<file path="src/ypd_pkg.sv">
`default_nettype none

package ypd_pkg;

    // Quotient bits produced by the shared serial divider.
    localparam int QB = 27;

    // Fraction bits of the normalised difference.
    localparam int NORM_FRAC = 16;

    localparam logic [17:0] SR_RESET   = 18'd48000;
    localparam logic [9:0]  LMIN_RESET = 10'd24;
    localparam logic [9:0]  LMAX_RESET = 10'd1023;
    localparam logic [15:0] THR_RESET  = 16'd9830;

    localparam logic [16:0] NORM_ONE       = 17'd65536;
    localparam logic [15:0] FALLBACK_LIMIT = 16'd32768;
    localparam logic [17:0] PERIOD_MAX     = 18'h3FFFF;
    localparam logic [21:0] FREQ_MAX       = 22'h3FFFFF;

    typedef enum logic [1:0] {
        ST_FOUND = 2'd0,
        ST_SHORT = 2'd1,
        ST_EMPTY = 2'd2,
        ST_NONE  = 2'd3
    } status_t;

    typedef enum logic [1:0] {
        REG_SAMPLE_RATE = 2'd0,
        REG_LAG_MIN     = 2'd1,
        REG_LAG_MAX     = 2'd2,
        REG_THRESHOLD   = 2'd3
    } cfg_reg_t;

    // What one cell hands to its neighbour each cycle.
    typedef struct packed {
        logic signed [15:0] a;
        logic               vld;
        logic signed [15:0] b;
    } link_t;

endpackage

`default_nettype wire

</file>
<file path="src/ypd_div.sv">
`default_nettype none

// Restoring divider, one quotient bit per cycle. The starting remainder must
// be below the divisor; the low word is shifted in from its top bit.
module ypd_div #(
    parameter int W = 53
) (
    input  wire logic                  aclk,
    input  wire logic                  aresetn,
    input  wire logic                  start,
    input  wire logic [W-1:0]          r0,
    input  wire logic [ypd_pkg::QB-1:0] low,
    input  wire logic [W-1:0]          divisor,
    output      logic                  busy,
    output      logic                  done,
    output      logic [ypd_pkg::QB-1:0] quot
);

    localparam int CW = $clog2(ypd_pkg::QB + 1);

    logic [W-1:0]           r_reg, div_reg;
    logic [ypd_pkg::QB-1:0] low_reg, q_reg;
    logic [CW-1:0]          cnt_reg;
    logic                   busy_reg;
    logic [W:0]             r2, r2_sub;
    logic                   ge;

    always_comb begin
        r2     = {r_reg, low_reg[ypd_pkg::QB-1]};
        ge     = r2 >= {1'b0, div_reg};
        r2_sub = r2 - {1'b0, div_reg};
    end

    always_ff @(posedge aclk) begin
        if (start) begin
            r_reg   <= r0;
            low_reg <= low;
            div_reg <= divisor;
        end else if (busy_reg && cnt_reg != '0) begin
            r_reg   <= ge ? r2_sub[W-1:0] : r2[W-1:0];
            low_reg <= {low_reg[ypd_pkg::QB-2:0], 1'b0};
            q_reg   <= {q_reg[ypd_pkg::QB-2:0], ge};
        end
        if (!aresetn) begin
            busy_reg <= 1'b0;
            cnt_reg  <= '0;
        end else if (start) begin
            busy_reg <= 1'b1;
            cnt_reg  <= CW'(ypd_pkg::QB);
        end else if (busy_reg) begin
            if (cnt_reg == '0) begin
                busy_reg <= 1'b0;
            end else begin
                cnt_reg <= cnt_reg - 1'b1;
            end
        end
    end

    assign busy = busy_reg;
    assign done = busy_reg && (cnt_reg == '0);
    assign quot = q_reg;

endmodule

`default_nettype wire
</file>
<file path="config.mk">
export PLATFORM = sky130hd
export DESIGN_NAME = ypd_div
export DESIGN_NICKNAME = d
export VERILOG_FILES = /design/src/ypd_pkg.sv /design/src/ypd_div.sv
export SDC_FILE = /design/constraint.sdc
export NUM_CORES = 1
export LEC_CHECK = 0
export ABC_AREA = 1
export BUFFER_PORTS_ARGS = -buffer_cell sky130_fd_sc_hd__clkbuf_2
export CAP_MARGIN = 20
export CORE_MARGIN = 5
export CORE_UTILIZATION = 60
export DETAILED_ROUTE_END_ITERATION = 8
export PLACE_DENSITY = 0.94
export SETUP_SLACK_MARGIN = 0.02
export SLEW_MARGIN = 20
export SYNTH_ARGS = -nofsm -noshare
export SYNTH_HDL_FRONTEND = slang
export SYNTH_SLANG_ARGS = --single-unit
export TNS_END_PERCENT = 50
</file>
<file path="constraint.sdc">
create_clock -name aclk -period 7.5 [get_ports aclk]
set_clock_uncertainty 0.2 [all_clocks]
set_input_delay 1.5 -clock aclk [delete_from_list [all_inputs] [get_ports aclk]]
set_output_delay 1.5 -clock aclk [all_outputs]
set_load 0.02 [all_outputs]
</file>
==> summary.txt <==
TritonCTS clock tree -> done
Detail Route Antenna Nets -> 0
critical path cell sequence -> inv_1 > ha_1 > inv_1 > fa_1 > nand2_1 > nand3_1 > nand2_1 > nand3_1 > nand2_2 > buf_4 > nand3_4 > nand3_1 > nand3_1 > nand2_1
GP Congestion -> 0.942
clk slew on worst S/H paths -> 0.08 ns
synth unique cells -> 38
CTS buffer count -> 17
RSZ-0062 raised after global routing -> no
Setup crit start kind -> flip-flop
H-tree levels -> 4
sequential-to-total area share from yosys stat -> 41.0%
Final Setup Violations -> 0
Crit path arrival time -> 4.04 ns
final-stage net count -> 2097
CP dominant cell by count -> nand3_1
die outline height -> 152 µm
Synth Area per Inst -> 6.87 µm²
DRT iter0 DRCs -> 1053
initial antenna violation count -> 0
Primary FF master, synth -> edfxtp_1
TritonRoute pass-1 iters -> 6
half-perimeter wire length after placement -> 27900 µm
Mapped Area -> 0.0120 mm²
CTS resizes -> 0
sw frac -> 42.4%
post-synthesis instance total -> 1751
core area -> 0.0196 mm²
largest net degree at the start of global routing -> 82
headroom to the max-slew limit -> 38.6%
register bit total from synthesis -> 166
cts hold-fix bufs -> 0
root buffer cell -> clkbuf_16
Sink Count -> 166
CP bufs+invs -> 3
EDFF count, synth -> 160
Peak Freq -> 254 MHz
Synth Warn # -> 0
final setup TNS -> 0 ns
Net Switching -> 1.57 mW
Detailed Route WL -> 36400 µm
Power Total -> 3.69 mW
leakage power -> 7.56 nW
combinational fraction of design power -> 42.3%
IO Pins -> 165
CTS Buffer Depth -> 2
CP endpoint kind -> flip-flop
layout cells sized above 1 -> 11.6%
worst slew pin tran -> 0.922 ns
run status -> completed
die area -> 0.0230 mm²
peak supply drop -> 0.197 mV
Die X -> 152 µm
sequential power share -> 33.3%
Largest stage delay, worst path -> 0.74 ns
Power Dens Cells -> 270 mW/mm²
Ant. Diodes -> 0
max cap viols -> 0
vias in the first global route -> 11300
worst skew pair latency -> 0.46 ns
Clock Power Share -> 24.4%
Synthesized Nets -> 1943
Overall Global Routing Usage -> 32.6%
routed length per instance -> 16.7 µm
Final Hold Viols -> 0
critical path type -> reg -> reg
setup bufs post-CTS -> 0
Tcrit/Tclk final -> 52.5%
cell-internal power -> 2.13 mW
PortBufs -> 164
Slowest-stage cell, CP -> nand3_4
ys async rst share -> 0%
GRT overflow -> 0
first-pass GRT wire length -> 57900 µm
vias per cell -> 5.27
Via Count -> 11500
Remaining DRCs -> 0
crit-path max FO -> 54
worst min path class -> reg -> reg
Worst EP required -> 7.61 ns
Layout area overhead -> 13.7%
Initial Utilization -> 61.4%
Tmin final -> 3.94 ns
Final Max Tran Viols -> 0
CP top delay family -> simple AND/OR/NAND/NOR gates
Rows -> 51
## cell usage after synthesis (2+ instances only)
cell type,count,area (µm²)
inv_2,6,22.5
dfxtp_1,6,120
o21ai_0,4,20.0
clkbuf_1,18,67.6
nand3b_1,2,15.0
nor2_2,3,18.8
nand3_1,134,671
edfxtp_1,160,4800
o21bai_1,4,30.0
buf_6,3,33.8
or2_2,2,12.5
and2_1,4,25.0
nand4_1,62,388
inv_1,398,1490
buf_2,8,40.0
nand2_1,696,2610
a21oi_1,29,145
ha_1,55,688
nor3_1,5,25.0
buf_4,2,15.0
xnor2_1,25,219
buf_1,6,22.5
nor2_1,104,390
## placed cells by master, fill, tap and decap left out, types with 4 or more instances in the layout
cell	count
nand2_1	696
inv_1	397
clkbuf_2	163
edfxtp_1	160
nand3_1	134
nor2_1	103
nand4_1	62
ha_1	55
a21oi_1	29
xnor2_1	25
clkbuf_16	17
buf_4	9
inv_2	7
dfxtp_1	6
nor3_1	5
clkinv_8	5
nor2_2	4
o21bai_1	4
and2_1	4
o21ai_0	4
## cells by family (layout without fill, tap and decap cells)
| logic type | count (synthesis) | in the layout | synth area share (%) |
|---|---|---|---|
| compound gates | 43 | 43 | 2.08 |
| xor+xnor | 26 | 26 | 1.89 |
| flops | 166 | 166 | 41.0 |
| fa+ha+maj | 56 | 56 | 5.89 |
| simple gates | 1018 | 1018 | 35.1 |
| buf+inv | 442 | 609 | 14.1 |
## metal layers
metal | global-route usage (%) | routed length, µm
met5 | 0 | 0
met4 | 11.0 | 1010
met3 | 4.76 | 3020
met2 | 54.5 | 17200
met1 | 43.6 | 15200
## worst register-to-register path, cell delays in order (launching register included)
cell      delay (ns)
edfxtp_1        0.37
inv_1           0.09
ha_1            0.15
inv_1           0.08
fa_1            0.44
nand2_1         0.10
nand3_1         0.13
nand2_1         0.09
nand3_1         0.15
nand2_2         0.08
buf_4           0.55
nand3_4         0.77
nand3_1         0.29
nand3_1         0.15
nand2_1         0.14
## worst paths after layout
kind	depth (start not counted)	from	slack [ns]	endpoint
worst max-delay path	14	low_reg[26]	3.56	r_reg[46]
worst min-delay path	0	quot[3]	0.25	quot[4]
worst max register to register	14	low_reg[26]	3.56	r_reg[46]
worst min register to register	0	quot[3]	0.25	quot[4]
## final cells by class
cell class                 count  area, µm²
fill                        1633       5920
timing repair buffer         172        883
clock inverter                15        178
clock buffer                  17        425
inverter                     405       1520
sequential                   166       4920
multi-input combinational   1143       5400
tap                          265        332
## power groups by stage
stage | registers, mW | clock network, mW | logic [mW]
2_1_floorplan | 1.24 | 0 | 1.09
3_3_place_gp | 1.24 | 0 | 1.48
3_5_place_dp | 1.24 | 0 | 1.52
4_1_cts | 1.23 | 0.905 | 1.54
5_1_grt | 1.24 | 0.942 | 1.75
6_report | 1.23 | 0.902 | 1.56
## stage by stage
stage	setup WS (ns)	instance area [µm²]	cells	hold slack, ns	utilization, %
3_5_place_dp	3.33	13100	2151	0.235	66.7
4_1_cts	3.59	13700	2183	0.254	69.8
5_1_grt	3.35	13700	2183	0.265	69.8
2_1_floorplan	3.75	12000	1751	0.222	-
3_3_place_gp	3.49	13100	2151	0.229	66.7
6_report	3.56	13700	2183	0.253	69.8
(Power assumes the default switching activity.)
