File: config.mk
export PLATFORM = sky130hd
export DESIGN_NAME = ypd_cell
export DESIGN_NICKNAME = d
export VERILOG_FILES = /design/src/ypd_pkg.sv /design/src/ypd_cell.sv
export SDC_FILE = /design/constraint.sdc
export NUM_CORES = 1
export LEC_CHECK = 0
export BUFFER_PORTS_ARGS = -buffer_cell sky130_fd_sc_hd__buf_2
export CORE_MARGIN = 4
export CORE_UTILIZATION = 62
export DETAILED_ROUTE_END_ITERATION = 10
export MAX_ROUTING_LAYER = met4
export PLACE_DENSITY_LB_ADDON = 0.2
export SLEW_MARGIN = 5
export SYNTH_ARGS = -nofsm -noshare
export SYNTH_HDL_FRONTEND = slang
export SYNTH_SLANG_ARGS = --single-unit
File: constraint.sdc
create_clock -name aclk -period 8.35 [get_ports aclk]
set_input_delay 1.67 -clock aclk [delete_from_list [all_inputs] [get_ports aclk]]
set_output_delay 1.67 -clock aclk [all_outputs]
set_load 0.01 [all_outputs]
File: src/ypd_pkg.sv
`default_nettype none

package ypd_pkg;

    // Quotient bits produced by the shared serial divider.
    localparam int QB = 27;

    // Fraction bits of the normalised difference.
    localparam int NORM_FRAC = 16;

    localparam logic [17:0] SR_RESET   = 18'd48000;
    localparam logic [9:0]  LMIN_RESET = 10'd24;
    localparam logic [9:0]  LMAX_RESET = 10'd1023;
    localparam logic [15:0] THR_RESET  = 16'd9830;

    localparam logic [16:0] NORM_ONE       = 17'd65536;
    localparam logic [15:0] FALLBACK_LIMIT = 16'd32768;
    localparam logic [17:0] PERIOD_MAX     = 18'h3FFFF;
    localparam logic [21:0] FREQ_MAX       = 22'h3FFFFF;

    typedef enum logic [1:0] {
        ST_FOUND = 2'd0,
        ST_SHORT = 2'd1,
        ST_EMPTY = 2'd2,
        ST_NONE  = 2'd3
    } status_t;

    typedef enum logic [1:0] {
        REG_SAMPLE_RATE = 2'd0,
        REG_LAG_MIN     = 2'd1,
        REG_LAG_MAX     = 2'd2,
        REG_THRESHOLD   = 2'd3
    } cfg_reg_t;

    // What one cell hands to its neighbour each cycle.
    typedef struct packed {
        logic signed [15:0] a;
        logic               vld;
        logic signed [15:0] b;
    } link_t;

endpackage

`default_nettype wire

File: src/ypd_cell.sv
`default_nettype none

// One lag of the difference function. The reference sample moves on by two
// registers per cell, the shifted sample by one, so each cell sees the pair
// that belongs to its own lag.
module ypd_cell #(
    parameter int ACC_W = 42
) (
    input  wire logic          aclk,
    input  wire logic          aresetn,
    input  wire logic          clr,
    input  wire ypd_pkg::link_t link_in,
    output      ypd_pkg::link_t link_out,
    output      logic [ACC_W-1:0] acc
);

    logic signed [15:0] a1_reg, a2_reg, b_reg;
    logic               v1_reg, v2_reg;
    logic [15:0]        mag_reg;
    logic               dv_reg;
    logic [31:0]        sq_reg;
    logic               sv_reg;
    logic [ACC_W-1:0]   acc_reg;

    logic signed [16:0] diff;
    logic [16:0]        mag_full;

    always_comb begin
        diff     = 17'(link_in.a) - 17'(link_in.b);
        mag_full = diff[16] ? 17'(-diff) : 17'(diff);
    end

    always_ff @(posedge aclk) begin
        a1_reg  <= link_in.a;
        a2_reg  <= a1_reg;
        b_reg   <= link_in.b;
        mag_reg <= mag_full[15:0];
        sq_reg  <= 32'(mag_reg) * 32'(mag_reg);
        if (!aresetn) begin
            v1_reg  <= 1'b0;
            v2_reg  <= 1'b0;
            dv_reg  <= 1'b0;
            sv_reg  <= 1'b0;
            acc_reg <= '0;
        end else begin
            v1_reg <= link_in.vld;
            v2_reg <= v1_reg;
            dv_reg <= link_in.vld;
            sv_reg <= dv_reg;
            if (clr) begin
                acc_reg <= '0;
            end else if (sv_reg) begin
                acc_reg <= acc_reg + ACC_W'(sq_reg);
            end
        end
    end

    assign link_out.a   = a2_reg;
    assign link_out.vld = v2_reg;
    assign link_out.b   = b_reg;
    assign acc          = acc_reg;

endmodule

`default_nettype wire

==> run summary, run 1 <==
OUTCOME
----------------------------------------------------------------------------------------------------
Status                                                                                  finished, final reports clean

LAYOUT
----------------------------------------------------------------------------------------------------
FILL cells                                                                                      1759
Final core utilization                                                                         69.2%
Number of flip-flops in the largest register                                                      42
Flip-flop and latch area                                                                   2780 um^2
Share of final-layout standard cells stronger than drive strength 1                            10.6%
Most common library cell in the layout ignoring fill and taps                                  inv_1
Antenna diode count                                                                                0
Post-route non-filler standard cell count                                                       1891
Commonest cells after routing, fill and taps aside                                      295 x inv_1, 165 x fa_1, 151 x ha_1, 138 x dfxtp_1, 115 x nand2_1
Final net count                                                                                 1950
Multi-input combinational cell area                                                        9610 um^2
Area delta synth->final                                                                        10.1%

GLOBAL ROUTING
----------------------------------------------------------------------------------------------------
Total gr overflow                                                                                  0
Aggregate global-route resource usage                                                          24.8%
First-pass GRT wire length                                                                  48400 um
Pin count of the biggest net entering global routing                                              47
Antenna violations before repair                                                                   0
Vias in the first global route                                                                 10600

FLOORPLAN
----------------------------------------------------------------------------------------------------
Total number of placement rows                                                                    54
Core ar.                                                                                  21800 um^2
Number of top-level design ports                                                                 111
Horizontal extent of the die                                                                  156 um
Vertical die dimension                                                                        156 um
Die Outline Area                                                                          24500 um^2
Initial cell density of the core                                                               62.8%

WORST SETUP PATH
----------------------------------------------------------------------------------------------------
CP Launch Type                                                                                  flop
Worst setup path class                                                                  flop to flop
Top fanout value on the critical path                                                             18
Endpoint kind of the worst setup timing path                                                    flop
Critical Path RT                                                                             8.71 ns
Worst endpoint data arrival time                                                             7.28 ns

SYNTHESIS
----------------------------------------------------------------------------------------------------
Top cells by area, synth                                                                fa_1 24%, dfxtp_1 20%, ha_1 14%
Yosys warning total                                                                                0
Top_reg_cell synth                                                                           dfxtp_1
Post-synthesis instance area                                                              13700 um^2
Async SR Flop Fraction                                                                            0%
Area leader, netlist                                                                            fa_1
Avg Inst Size Synth                                                                        9.07 um^2
Net count of the mapped netlist                                                                 1859
Number of enable flip-flop cells after synthesis                                                   0
Sequential area share after synthesis                                                          20.4%
Mapped Cells                                                                                    1507
Post-synthesis cell type count                                                                    65
Flop and latch count out of synthesis                                                            139
Post-synth top area share                                                                      24.2%

TIMING
----------------------------------------------------------------------------------------------------
Max-slew headroom at the worst pin                                                             51.4%
Setup violation total in the final timing report                                                   0
Fin. max-slew vios                                                                                 0
Fin Clk Skew                                                                               0.0106 ns
Total Neg Setup Slack                                                                           0 ns
Tightest hold margin                                                                        0.325 ns
Final Critical Period                                                                        6.91 ns
Slew at the pin closest to its max-slew limit                                               0.710 ns
Max frequency                                                                                145 MHz
RSZ-0062 raised after global routing                                                              no
Final critical-path share of the clock period                                                  82.8%
Hold Violations, Final                                                                             0

PLACE
----------------------------------------------------------------------------------------------------
Number of buffers added on ports                                                                 110
Gpl congestion                                                                                 0.938
Post-detail-place hpwl                                                                      23100 um
Number of cells after detailed placement                                                        1859

ROUTING
----------------------------------------------------------------------------------------------------
Via-to-Cell Ratio                                                                               5.40
Drt first-iter violations                                                                        621
Drt drc                                                                                            0
Total detailed-routing wirelength                                                           28300 um
First-pass iteration count of the detailed router                                                  5
Vias                                                                                           10200
Number of routed nets with antenna violations                                                      0
Final routed wire length divided by cell count                                               14.9 um

CTS
----------------------------------------------------------------------------------------------------
Post CTS Setup Buffer Count                                                                        0
Clock-pin slew reported for the worst setup and hold paths after clock tree synthesis        0.06 ns
Buffer type at the clock tree root                                                         clkbuf_16
Cells resized by post-CTS repair                                                                   0
H-tree depth reported by CTS                                                                       4
Clk buf depth                                                                                      2
Insertion delay of the later-clocked pin in the worst-skew pair                              0.43 ns
TritonCTS clock tree                                                                             yes
CTS buffer count                                                                                  17
Sinks on Clock Net                                                                               139
Hold Buf Count CTS                                                                                 0

HOLD PATH
----------------------------------------------------------------------------------------------------
Hold/Removal Path Class                                                                 flop to flop

FLOW RUN
----------------------------------------------------------------------------------------------------
Number of maximum-capacitance constraint violations                                                0

per-stage QoR:
stage	worst slack [ns]	instance area, um^2
2_1_floorplan	1.89	13700
3_3_place_gp	1.53	14400
3_5_place_dp	1.50	14400
4_1_cts	1.45	15000
5_1_grt	0.992	15000
6_report	1.44	15000
layer usage:
| metal | vias up | global-route usage, % | wire length (um) |
|---|---|---|---|
| met4 | 0 | 7.40 | 601 |
| met2 | 292 | 40.1 | 13300 |
| li1 | 5030 | - | - |
| met3 | 59 | 3.90 | 1460 |
| met5 | - | - | 0 |
| met1 | 4822 | 32.5 | 12900 |
cells by family after synthesis:
family / count (synthesis) / synth area share (%)
AND/OR/NAND/NOR: 356 / 12.7
buffers and inverters: 336 / 9.27
adder cells (fa/ha/maj): 316 / 38.0
AO/OA/AOI/OAI: 246 / 12.1
flip-flops: 139 / 20.4
XOR/XNOR: 92 / 5.90
multiplexers: 22 / 1.64
critical path, cell delays in order (launching register included):
cell and delay (ns):
dfxtp_1 0.74, nand2_1 0.17, fa_1 0.57, fa_1 0.56, inv_1 0.06, fa_1 0.53, fa_1 0.45, fa_1 0.55
inv_1 0.06, fa_1 0.53, inv_1 0.04, ha_1 0.34, a21o_1 0.20, a21o_1 0.17, a21o_1 0.17, inv_1 0.08
a211oi_1 0.11, a2111oi_0 0.68, o31ai_1 0.26, or4b_1 0.50, nand3_1 0.09
cells in the mapped netlist (3+ instances only):
master and number:
nor2_1 90, nor4_1 3, and2_1 41, nand4_1 7, mux2_2 3, nor2b_1 14
a21o_1 53, o21a_1 9, nand2_1 115, inv_1 295, ha_1 151, xnor2_1 62
and3_1 8, or3_1 7, a21oi_1 67, fa_1 165, mux2i_1 19, o21ai_0 45
o21bai_1 9, nand2b_1 13, nand3b_1 8, a31o_2 5, dfxtp_1 139, nor3b_1 4
xor2_1 30, a2111oi_0 6, a31oi_1 6, nand3_1 16, nor3_1 16, a211oi_1 15
clkbuf_1 37, or2_2 4
final cells by class:
| cell class | instances | share of cell area, % |
|---|---|---|
| Sequential cell | 139 | 18.5 |
| Multi-Input combinational cell | 1032 | 63.9 |
| Clock inverter | 13 | 1.10 |
| Tap cell | 280 | 2.33 |
| Timing Repair Buffer | 113 | 3.81 |
| Inverter | 295 | 7.36 |
| Clock buffer | 19 | 3.01 |
worst paths after layout:
| path | from | end | slack (ns) | depth (start not counted) |
|---|---|---|---|---|
| hold / removal | a1_reg[4] | a2_reg[4] | 0.33 | 0 |
| setup reg to reg | mag_reg[4] | sq_reg[28] | 1.44 | 20 |
| hold reg to reg | a1_reg[4] | a2_reg[4] | 0.33 | 0 |
| setup / recovery | mag_reg[4] | sq_reg[28] | 1.44 | 20 |
Power of run 1 is left out: the tool's default activity adds up to more than one toggle a clock period on the data nets, which glitch-free logic cannot reach.
==> run 2, diff against run 1 <==
--- a/config.mk
+++ b/config.mk
@@ -5,9 +5,10 @@
 export SDC_FILE = /design/constraint.sdc
 export NUM_CORES = 1
 export LEC_CHECK = 0
+export ABC_AREA = 1
 export BUFFER_PORTS_ARGS = -buffer_cell sky130_fd_sc_hd__buf_2
 export CORE_MARGIN = 4
-export CORE_UTILIZATION = 62
+export CORE_UTILIZATION = 63
 export DETAILED_ROUTE_END_ITERATION = 10
 export MAX_ROUTING_LAYER = met4
 export PLACE_DENSITY_LB_ADDON = 0.2
==> constraint.sdc (replaced) <==
create_clock -name aclk -period 7 [get_ports aclk]
set_input_delay 1.4 -clock aclk [delete_from_list [all_inputs] [get_ports aclk]]
set_output_delay 1.4 -clock aclk [all_outputs]
set_load 0.01 [all_outputs]
==> run 2 against run 1 <==
  * Final cell count increased by 34%
  * Worst hold slack improved by 0.0029 ns
  * Clock skew increased by 0.0079 ns
  * Non-clock buffer count decreased by 2
  * Flip-flop and latch count unchanged
  * Fmax increased by 13%
  * Critical path type unchanged
==> run summary, run 2 <==
OUTCOME
----------------------------------------------------------------------------------------------------
Status                                                                                  finished, final reports clean

TIMING
----------------------------------------------------------------------------------------------------
Hold Violations, Final                                                                             0   unchanged
Fin Clk Skew                                                                               0.0185 ns   +0.00791 ns
Total Neg Setup Slack                                                                           0 ns   unchanged
Slew at the pin closest to its max-slew limit                                                1.18 ns   +0.467 ns
RSZ-0062 raised after global routing                                                              no
Max frequency                                                                                163 MHz   +13%
Fin. max-slew vios                                                                                 0   unchanged
Setup violation total in the final timing report                                                   0   unchanged
Final Critical Period                                                                        6.14 ns   -0.771 ns
Max-slew headroom at the worst pin                                                             21.4%   -30 points
Final critical-path share of the clock period                                                  87.8%   +5.0 points

SYNTHESIS
----------------------------------------------------------------------------------------------------
Number of enable flip-flop cells after synthesis                                                   0   unchanged
Most frequent cells after synthesis                                                     503 x nand2_1, 487 x inv_1, 207 x nor2_1
Top_reg_cell synth                                                                           dfxtp_1
Async SR Flop Fraction                                                                            0%   unchanged
Net count of the mapped netlist                                                                 2464   +33%
Post-synthesis cell type count                                                                    41   -37%
Sequential area share after synthesis                                                          18.4%   -2.0 points
Mapped Cells                                                                                    2112   +40%
Yosys warning total                                                                                0   unchanged
Post-synthesis instance area                                                              15100 um^2   +11%
Library cell with the highest instance count after synthesis                                 nand2_1
Flop and latch count out of synthesis                                                            139   unchanged
Area leader, netlist                                                                            fa_1
Avg Inst Size Synth                                                                        7.17 um^2   -21%
Post-synth top area share                                                                      21.8%   -2.4 points
Top cells by area, synth                                                                fa_1 22%, dfxtp_1 18%, ha_1 12%

GLOBAL ROUTING
----------------------------------------------------------------------------------------------------
GRT met1 Usage                                                                                 35.4%   +2.9 points
Met3 track utilization from global routing                                                     3.73%   -0.16 points
First-pass GRT wire length                                                                  65300 um   +35%
Met2 usage                                                                                     57.9%   +18 points
Aggregate global-route resource usage                                                          31.5%   +6.7 points
Antenna violations before repair                                                                   0   unchanged
Pin count of the biggest net entering global routing                                              66   +40%
Total gr overflow                                                                                  0   unchanged
Vias in the first global route                                                                 13800   +30%
Highest-utilization routing layer at the global route stage                                     met2

LAYOUT
----------------------------------------------------------------------------------------------------
Multi-input combinational cell area                                                       10400 um^2   +7.7%
Final net count                                                                                 2550   +31%
FILL cells                                                                                      2029   +15%
Share of final-layout standard cells stronger than drive strength 1                            7.69%   -2.9 points
Number of flip-flops in the largest register                                                      42   unchanged
Flip-flop and latch area                                                                   2780 um^2   unchanged
Area delta synth->final                                                                        9.22%
Most common library cell in the layout ignoring fill and taps                                nand2_1
Antenna diode count                                                                                0   unchanged
Commonest cells after routing, fill and taps aside                                      503 x nand2_1, 487 x inv_1, 207 x nor2_1, 165 x fa_1, 151 x ha_1

ROUTING
----------------------------------------------------------------------------------------------------
First-pass iteration count of the detailed router                                                  5   unchanged
Drt drc                                                                                            0   unchanged
Final routed wire length divided by cell count                                               15.4 um   +3.2%
Vias                                                                                           13300   +30%
Number of routed nets with antenna violations                                                      0   unchanged
Via-to-Cell Ratio                                                                               5.25   -2.7%
Drt first-iter violations                                                                        911   +47%
Total detailed-routing wirelength                                                           39000 um   +38%

WORST SETUP PATH
----------------------------------------------------------------------------------------------------
Top fanout value on the critical path                                                             19   +1
Worst setup path class                                                                  flop to flop
Slowest stage cell on the critical path                                                      dfxtp_1
Delay of the slowest critical-path stage                                                     0.81 ns   +0.07 ns
Worst endpoint data arrival time                                                             6.50 ns   -0.78 ns
Endpoint kind of the worst setup timing path                                                    flop
Cell occurring most often along the worst timing path                                           fa_1
Critical Path, Cell by Cell                                                             nand2_1 -> inv_1 -> fa_1 -> fa_1 -> fa_1 -> fa_1 -> fa_1 -> inv_1 -> fa_1 -> inv_1 -> ha_1 -> nand2_1 -> nor2_1 -> inv_1 -> nor3_1 -> nand3_1 -> nand3_1 -> xor2_1
CP Launch Type                                                                                  flop
Critical Path RT                                                                             7.36 ns   -1.35 ns

FLOW RUN
----------------------------------------------------------------------------------------------------
Number of maximum-capacitance constraint violations                                                0   unchanged

CTS
----------------------------------------------------------------------------------------------------
Buffer type at the clock tree root                                                         clkbuf_16
Sinks on Clock Net                                                                               139   unchanged
TritonCTS clock tree                                                                             yes
Post CTS Setup Buffer Count                                                                        0   unchanged
Clk buf depth                                                                                      2   unchanged
CTS buffer count                                                                                  17   unchanged
Cells resized by post-CTS repair                                                                   0   unchanged
Clock-pin slew reported for the worst setup and hold paths after clock tree synthesis        0.07 ns   about the same
H-tree depth reported by CTS                                                                       4   unchanged
Hold Buf Count CTS                                                                                 0   unchanged
Insertion delay of the later-clocked pin in the worst-skew pair                              0.44 ns   about the same

PLACE
----------------------------------------------------------------------------------------------------
Gpl congestion                                                                                  1.01   +7.6%
Number of buffers added on ports                                                                 110   unchanged
Post-detail-place hpwl                                                                      32500 um   +41%

HOLD PATH
----------------------------------------------------------------------------------------------------
Hold/Removal Path Class                                                                 flop to flop

FLOORPLAN
----------------------------------------------------------------------------------------------------
Vertical die dimension                                                                        163 um   +4.2%
Number of top-level design ports                                                                 111   unchanged
Die Outline Area                                                                          26600 um^2   +8.6%
Total number of placement rows                                                                    56   +3.7%
Horizontal extent of the die                                                                  163 um   +4.2%
Core ar.                                                                                  23500 um^2   +8.2%
Initial cell density of the core                                                               64.3%   +1.5 points

==> run 2: cell types whose count changed in the layout (fill, tap and decap cells not counted), sizes merged, moves of 31 or more <==
cell,change
nand3,+84
inv,+197
nand2,+397
a21oi,+31
nor2,+121
a21o,-43
and2,-39
xnor2,-46
==> run 2: path summary, 6_finish.rpt <==
check / startpoint / end / slack, ns / cells after the start
setup reg to reg: mag_reg[13] / sq_reg[23] / 0.86 / 18
hold reg to reg: a1_reg[3] / a2_reg[3] / 0.33 / 0
hold / removal: a1_reg[3] / a2_reg[3] / 0.33 / 0
setup / recovery: mag_reg[13] / sq_reg[23] / 0.86 / 18
==> run 2: layout make-up <==
type,instances,area share (%)
Multi-Input combinational cell,1442,62.6
Clock inverter,15,1.14
Sequential cell,139,16.8
Timing Repair Buffer,111,3.37
Tap cell,319,2.41
Clock buffer,17,2.57
Inverter,487,11.1
==> run 2: cell families after synthesis <==
| group | synth area share [%] |
|---|---|
| compound gates | 7.08 |
| xor+xnor | 3.53 |
| fa+ha+maj | 34.3 |
| buf+inv | 13.2 |
| flops | 18.4 |
| simple gates | 23.5 |
==> run 2: worst max-delay path: cells and delay by family (launching register included) <==
family / cells / cell delay (ns)
fa+ha+maj: 7 / 3.48
simple gates: 6 / 1.31
flops: 1 / 0.81
buf+inv: 4 / 0.33
xor+xnor: 1 / 0.15
==> run 2: per-stage QoR <==
| stage | worst slack [ns] | hold slack [ns] | util (%) | area, um^2 | cells |
|---|---|---|---|---|---|
| 2_1_floorplan | 1.50 | 0.310 | - | 15100 | 2112 |
| 3_3_place_gp | 0.977 | 0.310 | 67.6 | 15900 | 2498 |
| 3_5_place_dp | 0.905 | 0.312 | 67.6 | 15900 | 2498 |
| 4_1_cts | 0.826 | 0.330 | 70.2 | 16500 | 2530 |
| 5_1_grt | 0.542 | 0.335 | 70.2 | 16500 | 2530 |
| 6_report | 0.857 | 0.328 | 70.2 | 16500 | 2530 |
==> run 2: layer usage <==
layer  routed length, um  up-vias  part of all wire, %
met5                   0        -                    0
met4                1350        0                  3.5
met3                1760       86                  4.5
met2               20400      402                   52
met1               15500     6216                   40
li1                    -     6578                    -
Power of run 2 is left out for the same reason.
